**src/sv/lfuc_pkg.sv**
```systemverilog
`timescale 1ns / 1ps
package lfuc_pkg;
  localparam int ENTRIES_DEF    = 16;
  localparam int COUNT_BITS_DEF = 16;
  localparam int KEY_W          = 32;
  localparam int VAL_W          = 32;
  localparam int CAP_W          = 5;
  localparam int IN_DATA_W      = 64;
  localparam int OUT_DATA_W     = 72;

  typedef logic [KEY_W-1:0] key_t;
  typedef logic [VAL_W-1:0] val_t;

  // request kinds
  localparam logic REQ_GET = 1'b0;
  localparam logic REQ_PUT = 1'b1;

  // register map (word index)
  localparam logic REG_CAPACITY = 1'b0;
endpackage

```
**src/sv/lfu_cache_lru_tiebreak.sv**
```systemverilog
`timescale 1ns / 1ps
// a hit or a put makes two sweeps of the entry memory (a lookup sweep and a
//   read-modify-write sweep), a get miss only the lookup sweep; a new request is
//   taken only in idle with no result pending, so one request is handled at a time
// reset: synchronous, clears valid bits, fill count, state and output valid;
//   capacity returns to 16, the entry memory itself is not cleared
module lfu_cache_lru_tiebreak
  import lfuc_pkg::*;
#(
  parameter int ENTRIES    = lfuc_pkg::ENTRIES_DEF,
  parameter int COUNT_BITS = lfuc_pkg::COUNT_BITS_DEF
) (
  input  logic                             clk,
  input  logic                             rst,
  // request stream
  input  logic                             s_tvalid,
  output logic                             s_tready,
  input  logic [lfuc_pkg::IN_DATA_W-1:0]   s_tdata,   // key, write_value
  input  logic                             s_tuser,   // req_type
  // result stream
  output logic                             m_tvalid,
  input  logic                             m_tready,
  output logic [lfuc_pkg::OUT_DATA_W-1:0]  m_tdata,   // hit, read_value, evicted, evicted_key
  // register port
  input  logic                             psel,
  input  logic                             penable,
  input  logic                             pwrite,
  input  logic [2:0]                       paddr,
  input  logic [31:0]                      pwdata,
  output logic [31:0]                      prdata,
  output logic                             pready
);
  localparam int IDX_BITS  = (ENTRIES > 1) ? $clog2(ENTRIES) : 1;
  localparam int RANK_BITS = IDX_BITS;
  localparam int FILL_BITS = $clog2(ENTRIES + 1);
  localparam int CW        = (FILL_BITS > CAP_W) ? FILL_BITS : CAP_W;
  localparam int REC_W     = KEY_W + VAL_W + COUNT_BITS + RANK_BITS;

  localparam logic [2:0] ST_IDLE   = 3'd0;
  localparam logic [2:0] ST_SCAN   = 3'd1;
  localparam logic [2:0] ST_DECIDE = 3'd2;
  localparam logic [2:0] ST_UPDATE = 3'd3;

  logic [2:0]            state;
  logic [CAP_W-1:0]      capacity;
  logic [ENTRIES-1:0]    valid;
  logic [FILL_BITS-1:0]  fill;

  // latched request
  logic                  req_put;
  key_t                  req_key;
  val_t                  req_val;

  // sweep control: cnt issues reads, proc_* is the entry whose data is back
  logic [IDX_BITS:0]     cnt;
  logic                  proc_en;
  logic [IDX_BITS-1:0]   proc_idx;

  // lookup results
  logic                  found;
  logic [IDX_BITS-1:0]   hit_idx;
  logic [RANK_BITS-1:0]  hit_rank;
  val_t                  hit_val;
  logic                  have_v;
  logic [IDX_BITS-1:0]   v_idx;
  logic [COUNT_BITS-1:0] v_cnt;
  logic [RANK_BITS-1:0]  v_rank;
  key_t                  v_key;
  logic                  free_found;
  logic [IDX_BITS-1:0]   free_idx;

  // update plan
  logic [IDX_BITS-1:0]   target;
  logic [RANK_BITS-1:0]  thr;
  logic                  age_all;
  logic                  insert;
  logic                  evict;

  // result register
  logic                  res_hit;
  val_t                  res_rval;
  logic                  res_evicted;
  key_t                  res_ekey;

  // memory
  logic                  mem_we;
  logic [REC_W-1:0]      mem_wdata;
  logic [REC_W-1:0]      rd_data;
  key_t                  d_key;
  val_t                  d_val;
  logic [COUNT_BITS-1:0] d_cnt;
  logic [RANK_BITS-1:0]  d_rank;

  logic [CW-1:0]         cap_eff;
  logic                  full;
  logic                  sweep_done;
  logic                  p_valid;

  lfuc_mem #(.DEPTH(ENTRIES), .WIDTH(REC_W)) u_mem (
    .clk     (clk),
    .wr_en   (mem_we),
    .wr_addr (proc_idx),
    .wr_data (mem_wdata),
    .rd_addr (cnt[IDX_BITS-1:0]),
    .rd_data (rd_data)
  );

  assign d_rank = rd_data[RANK_BITS-1:0];
  assign d_cnt  = rd_data[RANK_BITS +: COUNT_BITS];
  assign d_val  = rd_data[RANK_BITS+COUNT_BITS +: VAL_W];
  assign d_key  = rd_data[RANK_BITS+COUNT_BITS+VAL_W +: KEY_W];
  assign p_valid = valid[proc_idx];

  // capacity zero acts as one, above ENTRIES as ENTRIES
  always_comb begin
    cap_eff = CW'(capacity);
    if (capacity == '0) begin
      cap_eff = CW'(1);
    end else if (CW'(capacity) > CW'(ENTRIES)) begin
      cap_eff = CW'(ENTRIES);
    end
  end
  assign full = CW'(fill) >= cap_eff;

  assign sweep_done = (cnt == (IDX_BITS+1)'(ENTRIES)) && !proc_en;

  // write-back of one entry during the update sweep
  always_comb begin
    mem_we    = 1'b0;
    mem_wdata = rd_data;
    if (state == ST_UPDATE && proc_en) begin
      if (proc_idx == target) begin
        mem_we = 1'b1;
        if (insert) begin
          mem_wdata = {req_key, req_val, COUNT_BITS'(1), RANK_BITS'(0)};
        end else begin
          mem_wdata = {d_key, (req_put ? req_val : d_val),
                       ((d_cnt == '1) ? d_cnt : d_cnt + COUNT_BITS'(1)), RANK_BITS'(0)};
        end
      end else if (p_valid && (age_all || d_rank < thr)) begin
        mem_we    = 1'b1;
        mem_wdata = {d_key, d_val, d_cnt, d_rank + RANK_BITS'(1)};
      end
    end
  end

  assign s_tready = (state == ST_IDLE) && !m_tvalid;
  assign m_tdata  = {6'b0, res_ekey, res_evicted, res_rval, res_hit};

  assign pready = 1'b1;
  assign prdata = (paddr[2] == REG_CAPACITY) ? 32'(capacity) : 32'd0;

  always_ff @(posedge clk) begin
    if (rst) begin
      capacity <= CAP_W'(16);
    end else if (psel && penable && pwrite && paddr == {REG_CAPACITY, 2'b00}) begin
      capacity <= pwdata[CAP_W-1:0];
    end
  end

  always_ff @(posedge clk) begin
    if (rst) begin
      state    <= ST_IDLE;
      valid    <= '0;
      fill     <= '0;
      m_tvalid <= 1'b0;
      proc_en  <= 1'b0;
      cnt      <= '0;
    end else begin
      if (m_tvalid && m_tready) begin
        m_tvalid <= 1'b0;
      end
      unique case (state)
        ST_IDLE: begin
          if (s_tvalid && s_tready) begin
            req_put    <= s_tuser;
            req_key    <= s_tdata[KEY_W-1:0];
            req_val    <= s_tdata[KEY_W +: VAL_W];
            found      <= 1'b0;
            have_v     <= 1'b0;
            free_found <= 1'b0;
            cnt        <= '0;
            proc_en    <= 1'b0;
            state      <= ST_SCAN;
          end
        end
        ST_SCAN: begin
          // issue the next read, look at the entry read last cycle
          if (cnt != (IDX_BITS+1)'(ENTRIES)) begin
            proc_en  <= 1'b1;
            proc_idx <= cnt[IDX_BITS-1:0];
            cnt      <= cnt + (IDX_BITS+1)'(1);
          end else begin
            proc_en <= 1'b0;
          end
          if (proc_en) begin
            if (p_valid && !found && d_key == req_key) begin
              found    <= 1'b1;
              hit_idx  <= proc_idx;
              hit_rank <= d_rank;
              hit_val  <= d_val;
            end
            // victim: lowest count, then oldest
            if (p_valid && (!have_v || d_cnt < v_cnt ||
                            (d_cnt == v_cnt && d_rank > v_rank))) begin
              have_v <= 1'b1;
              v_idx  <= proc_idx;
              v_cnt  <= d_cnt;
              v_rank <= d_rank;
              v_key  <= d_key;
            end
            if (!p_valid && !free_found) begin
              free_found <= 1'b1;
              free_idx   <= proc_idx;
            end
          end
          if (sweep_done) begin
            state <= ST_DECIDE;
          end
        end
        ST_DECIDE: begin
          cnt     <= '0;
          proc_en <= 1'b0;
          if (found) begin
            res_hit     <= 1'b1;
            res_rval    <= req_put ? '0 : hit_val;
            res_evicted <= 1'b0;
            res_ekey    <= '0;
            target      <= hit_idx;
            thr         <= hit_rank;
            insert      <= 1'b0;
            evict       <= 1'b0;
            age_all     <= 1'b0;
            state       <= ST_UPDATE;
          end else if (req_put == REQ_GET) begin
            res_hit     <= 1'b0;
            res_rval    <= '0;
            res_evicted <= 1'b0;
            res_ekey    <= '0;
            m_tvalid    <= 1'b1;
            state       <= ST_IDLE;
          end else if (full && have_v) begin
            // evict then insert in place: entries newer than the victim age by one
            res_hit     <= 1'b0;
            res_rval    <= '0;
            res_evicted <= 1'b1;
            res_ekey    <= v_key;
            target      <= v_idx;
            thr         <= v_rank;
            insert      <= 1'b1;
            evict       <= 1'b1;
            age_all     <= 1'b0;
            state       <= ST_UPDATE;
          end else if (free_found) begin
            res_hit     <= 1'b0;
            res_rval    <= '0;
            res_evicted <= 1'b0;
            res_ekey    <= '0;
            target      <= free_idx;
            insert      <= 1'b1;
            evict       <= 1'b0;
            age_all     <= 1'b1;
            state       <= ST_UPDATE;
          end else begin
            res_hit     <= 1'b0;
            res_rval    <= '0;
            res_evicted <= 1'b0;
            res_ekey    <= '0;
            m_tvalid    <= 1'b1;
            state       <= ST_IDLE;
          end
        end
        ST_UPDATE: begin
          if (cnt != (IDX_BITS+1)'(ENTRIES)) begin
            proc_en  <= 1'b1;
            proc_idx <= cnt[IDX_BITS-1:0];
            cnt      <= cnt + (IDX_BITS+1)'(1);
          end else begin
            proc_en <= 1'b0;
          end
          if (sweep_done) begin
            if (insert) begin
              valid[target] <= 1'b1;
              if (!evict) begin
                fill <= fill + FILL_BITS'(1);
              end
            end
            m_tvalid <= 1'b1;
            state    <= ST_IDLE;
          end
        end
        default: state <= ST_IDLE;
      endcase
    end
  end

  // fill count tracks the valid bits
  assert property (@(posedge clk) disable iff (rst)
    $countones(valid) == 32'(fill))
    else $error("fill count out of step with valid bits");

  // a result never reports both a hit and an eviction
  assert property (@(posedge clk) disable iff (rst)
    m_tvalid |-> !(m_tdata[0] && m_tdata[33]))
    else $error("hit and eviction in one result");

  // the entry memory is only written during the update sweep
  assert property (@(posedge clk) disable iff (rst)
    mem_we |-> (state == ST_UPDATE))
    else $error("memory write outside update");

  // a new request is only taken with the result slot empty
  assert property (@(posedge clk) disable iff (rst)
    (s_tvalid && s_tready) |=> (state == ST_SCAN && !m_tvalid))
    else $error("request overlaps a pending result");
endmodule

```
**src/sv/lfuc_mem.sv**
```systemverilog
`timescale 1ns / 1ps
module lfuc_mem #(
  parameter int DEPTH = 16,
  parameter int WIDTH = 8
) (
  input  logic                                   clk,
  input  logic                                   wr_en,
  input  logic [(DEPTH > 1 ? $clog2(DEPTH) : 1)-1:0] wr_addr,
  input  logic [WIDTH-1:0]                       wr_data,
  input  logic [(DEPTH > 1 ? $clog2(DEPTH) : 1)-1:0] rd_addr,
  output logic [WIDTH-1:0]                       rd_data
);
  logic [WIDTH-1:0] mem [DEPTH];

  always_ff @(posedge clk) begin
    if (wr_en) begin
      mem[wr_addr] <= wr_data;
    end
    rd_data <= mem[rd_addr];
  end
endmodule
```
**config.mk**
```make
export PLATFORM = sky130hd
export DESIGN_NAME = lfu_cache_lru_tiebreak
export DESIGN_NICKNAME = d
export VERILOG_FILES = /design/src/sv/lfuc_pkg.sv /design/src/sv/lfu_cache_lru_tiebreak.sv /design/src/sv/lfuc_mem.sv
export SDC_FILE = /design/constraint.sdc
export NUM_CORES = 2
export LEC_CHECK = 0
export BUFFER_PORTS_ARGS = -buffer_cell sky130_fd_sc_hd__buf_2
export CAP_MARGIN = 20
export CORE_UTILIZATION = 35
export CTS_BUF_LIST = sky130_fd_sc_hd__clkbuf_8
export DETAILED_ROUTE_END_ITERATION = 10
export PLACE_DENSITY_LB_ADDON = 0.1
export SLEW_MARGIN = 10
export SYNTH_ARGS = -nofsm -noshare
export SYNTH_HDL_FRONTEND = slang
export SYNTH_HIERARCHICAL = 1
export SYNTH_SLANG_ARGS = --single-unit
```
**constraint.sdc**
```tcl
create_clock -name clk -period 9.85 [get_ports clk]
set_clock_uncertainty 0.1 [all_clocks]
set_input_delay 0.4925 -clock clk [delete_from_list [all_inputs] [get_ports clk]]
set_output_delay 0.4925 -clock clk [all_outputs]
set_load 0.01 [all_outputs]
```
==> results by group <==
Logic synthesis
  – Most used DFF post-synth: edfxtp_1
  – Post-synthesis cell type count: 65
  – Area contributors post-synth: edfxtp_1 74%, mux4_2 12%, dfxtp_1 3.7%, a22oi_1 1.5%, nand2_1 1.2%
  – Seq/Total Area, Yosys: between 70% and 80%
  – FFs w/ async S/R, synth: 0%
  – Flops & latches, synth: 1712
  – Ys Warns: 6
  – Cells after synthesis: 3133
  – Top cell type by total area after synthesis: edfxtp_1
  – Synth top area share: 74.1%
  – Mapped Area: roughly 65000 µm²
  – Number of flops mapped to enable cells by yosys: 1593
  – Syn_area_per_cell: between 20 and 25 µm²

Clocking
  – Clk sinks: 1712
  – Htree depth: 5
  – Maximum root-to-sink buffer count: 4
  – TritonCTS buffer count: slightly above 300
  – CTS root buffer: clkbuf_8
  – Post-CTS Hold Fix Bufs: between 100 and 150
  – Resize count post-CTS: 0
  – Setup bufs post-CTS: 0
  – Clock latency on the worst-skew pair: 1.03 ns
  – Clock Pin Slew Worst Setup and Hold Paths: 0.06 ns
  – CTS tree: done

Detailed routing
  – WL/cell: between 20 and 30 µm
  – Via count: about 32000
  – Total iterations of the first detailed-routing run: 5
  – Final ANT Viol Nets: 0
  – Drt total wl: approximately 170 mm
  – Routed vias/inst: around 5
  – Iter 0 DRT Violations: approximately 2500
  – DRC violations left: 0

Layout
  – Fin area: around 75000 µm²
  – Layout cells sized above 1: about 27%
  – Nets@finish: about 3800
  – Fillers: between 15000 and 20000
  – Layout area overhead: 16.7%
  – Final Util: 41.1%
  – Final cell count without fillers: between 6000 and 7000

Timing
  – Setup total negative slack: 0 ns
  – Rel. slew slack: between 20% and 30%
  – Final setup fails: 0
  – Period utilization: about half
  – Slew @ Worst Pin: ~1.2 ns
  – RSZ-0062 raised after global routing: no
  – Tmin final: slightly above 5 ns
  – Final hold viol count: 0
  – Fmax: 196 MHz
  – Slew Limit Fails: 0

Setup path
  – CP arrival: ~5.6 ns
  – Reg-to-Reg End: u_mem/mem[11][24]
  – Crit path capture type: flop
  – Slowest cell on the critical path: nor2_4
  – Startpoint types: flop
  – Worst path cell trace: mux4_1 -> mux2i_1 -> mux2_4 -> a21o_1 -> a21oi_1 -> nand3b_1 -> nor2_4 -> buf_4
  – Worst r2r src: proc_idx[0]
  – R2r worst-path depth: 8
  – CP peak stage delay: about 0.94 ns
  – WP data required: roughly 10 ns
  – Crit Path Class: flop to flop
  – Register-to-register setup slack: about 4.8 ns
  – Worst-path fanout max: 42

Place
  – Buffers on Ports: 152
  – Placed inst area: ~68000 µm²
  – Detailed placer's ending HPWL: just under 80 mm
  – GPL Wtd Cong: 0.753
  – Dpl cells: 5650

Worst hold path
  – Hold path startpoint: s_tdata[11]
  – WHS Endpoint: req_key[11]
  – Hold crit path type: input port to flop
  – Worst Hold Depth: 2

Global routing
  – Total GRT Usage: between 10% and 20%
  – First-pass GRT wire length: about 240 mm
  – Largest net degree at the start of global routing: 153
  – Number of global-route vias before repair: roughly 34000
  – Grt ovf: 0
  – Initial antenna violation count: 2

Pwr
  – Power Total: ~15 mW
  – Lkg Pwr: approximately 25 nW
  – Power per Cell Area: just under 200 nW/µm²
  – Maximum vdd drop: between 0.1 and 0.15 mV

Die
  – Row cnt: between 150 and 200
  – Die area: around 190000 µm²
  – Core area: 183000 µm²
  – Die Y: between 400 and 500 µm
  – Top Ports: about 210
  – Die width: ~430 µm
  – Initial Util: a little over a third

Run status
  – Status: finished clean

Run
  – Max-cap violations: 0
==> flip-flops by register name (all words and copies together) (netlist names), 32 cells and up <==
register	count
res_ekey	32
hit_val	32
u_mem/rd_data	84
req_key	32
res_rval	32
v_key	32
u_mem/mem	1344
req_val	32
==> per-stage QoR <==
step / hold slack, ns / setup WS (ns)
2_1_floorplan: 0.301 / 1.14
3_3_place_gp: 0.317 / 4.82
4_1_cts: 0.00104 / 4.69
6_report: 0.121 / 4.76
5_1_grt: 0.0571 / 4.47
3_5_place_dp: 0.312 / 4.76
==> worst max path at each step <==
stage                     start           endpoint  slack (ns)  cells past startpoint
floorplan           proc_idx[0]    u_mem/mem[0][0]        1.14                      8
detailed placement  proc_idx[0]  u_mem/mem[10][28]        4.76                      8
global placement    proc_idx[0]  u_mem/mem[11][28]        4.82                      8
global route        proc_idx[0]  u_mem/mem[10][16]        4.47                      8
finish              proc_idx[0]  u_mem/mem[11][24]        4.76                      8
CTS                 proc_idx[0]  u_mem/mem[10][22]        4.69                      8
==> cells in the mapped netlist, types with 4 or more instances <==
cell type  instances
buf_2             49
nor3b_1            4
buf_1             13
o21ai_0            9
nand3_1           18
ha_1              33
edfxtp_1        1593
dfxtp_1          119
buf_4             42
xor2_1            41
nand2_1          210
nand2b_1           9
a22oi_1          129
and2_1            40
xnor2_1            9
mux4_1             4
a22oi_2           40
a31oi_1            5
nor2_1            76
and3_1            39
buf_6              8
nor4_1            12
a21o_1             8
nand4_1           13
mux2i_1           10
clkbuf_1          72
nor2b_1           10
a222oi_1           4
inv_1             39
mux4_2           336
a21oi_1           34
nor3_1            18
o21ai_1           10
mux2_1            32
==> kinds of logic after synthesis <==
family,Yosys count,share of synthesized area [%]
compound gates,260,3.16
fa+ha+maj,33,0.639
flops,1712,77.7
xor+xnor,50,0.678
buf+inv,227,1.75
mux,384,12.6
other cells,2,0.0116
simple gates,465,3.37
==> routing by layer <==
metal  vias up  GRT usage [%]  part of all wire [%]
li1      13700              -                     -
met1     17200           24.0                    44
met2       880           29.6                    49
met3       287           3.28                   4.5
met4         0           5.50                   2.4
met5         -              0                     0
==> cell type report <==
class	count	area (µm²)	area share, %
well taps	2464	3080	4.09
clock inverters	194	973	1.29
clock buffers	353	4860	6.44
flip-flops and latches	1712	50200	66.6
multi-input cells	1226	13500	17.9
diodes	3	7.51	0.00996
inverters	42	158	0.209
repair buffers	329	2570	3.40
==> critical path, delay by kind of cell (launching register included) <==
kind | cells | cell delay (ns)
AOI/OAI and AO/OA | 2 | 0.54
DFF | 1 | 0.85
and+or+nand+nor | 2 | 1.31
buffers and inverters | 1 | 0.90
muxes | 3 | 0.89
==> power breakdown <==
group	switching (mW)	internal, mW	total [mW]
clock network	2.89	3.43	6.32
logic	0.248	0.213	0.461
registers	0.0482	7.97	8.02
==> cell usage in the layout (no fill, tap or decap), types with 13 or more instances in the layout <==
master,instances
edfxtp_1,1593
clkbuf_8,353
mux4_2,336
nand2_1,210
buf_2,152
inv_1,129
a22oi_1,129
dlygate4sd3_1,118
dfxtp_1,117
nor2_1,62
clkinv_1,48
buf_4,45
clkinv_2,42
xor2_1,41
a22oi_2,40
and2_1,38
and3_1,37
a21oi_1,34
conb_1,34
ha_1,33
mux2_1,32
nand3_1,18
nor2_4,15
nor3_1,14
nand4_1,13
buf_12,13
No activity file was read; power rests on OpenSTA's default activity.
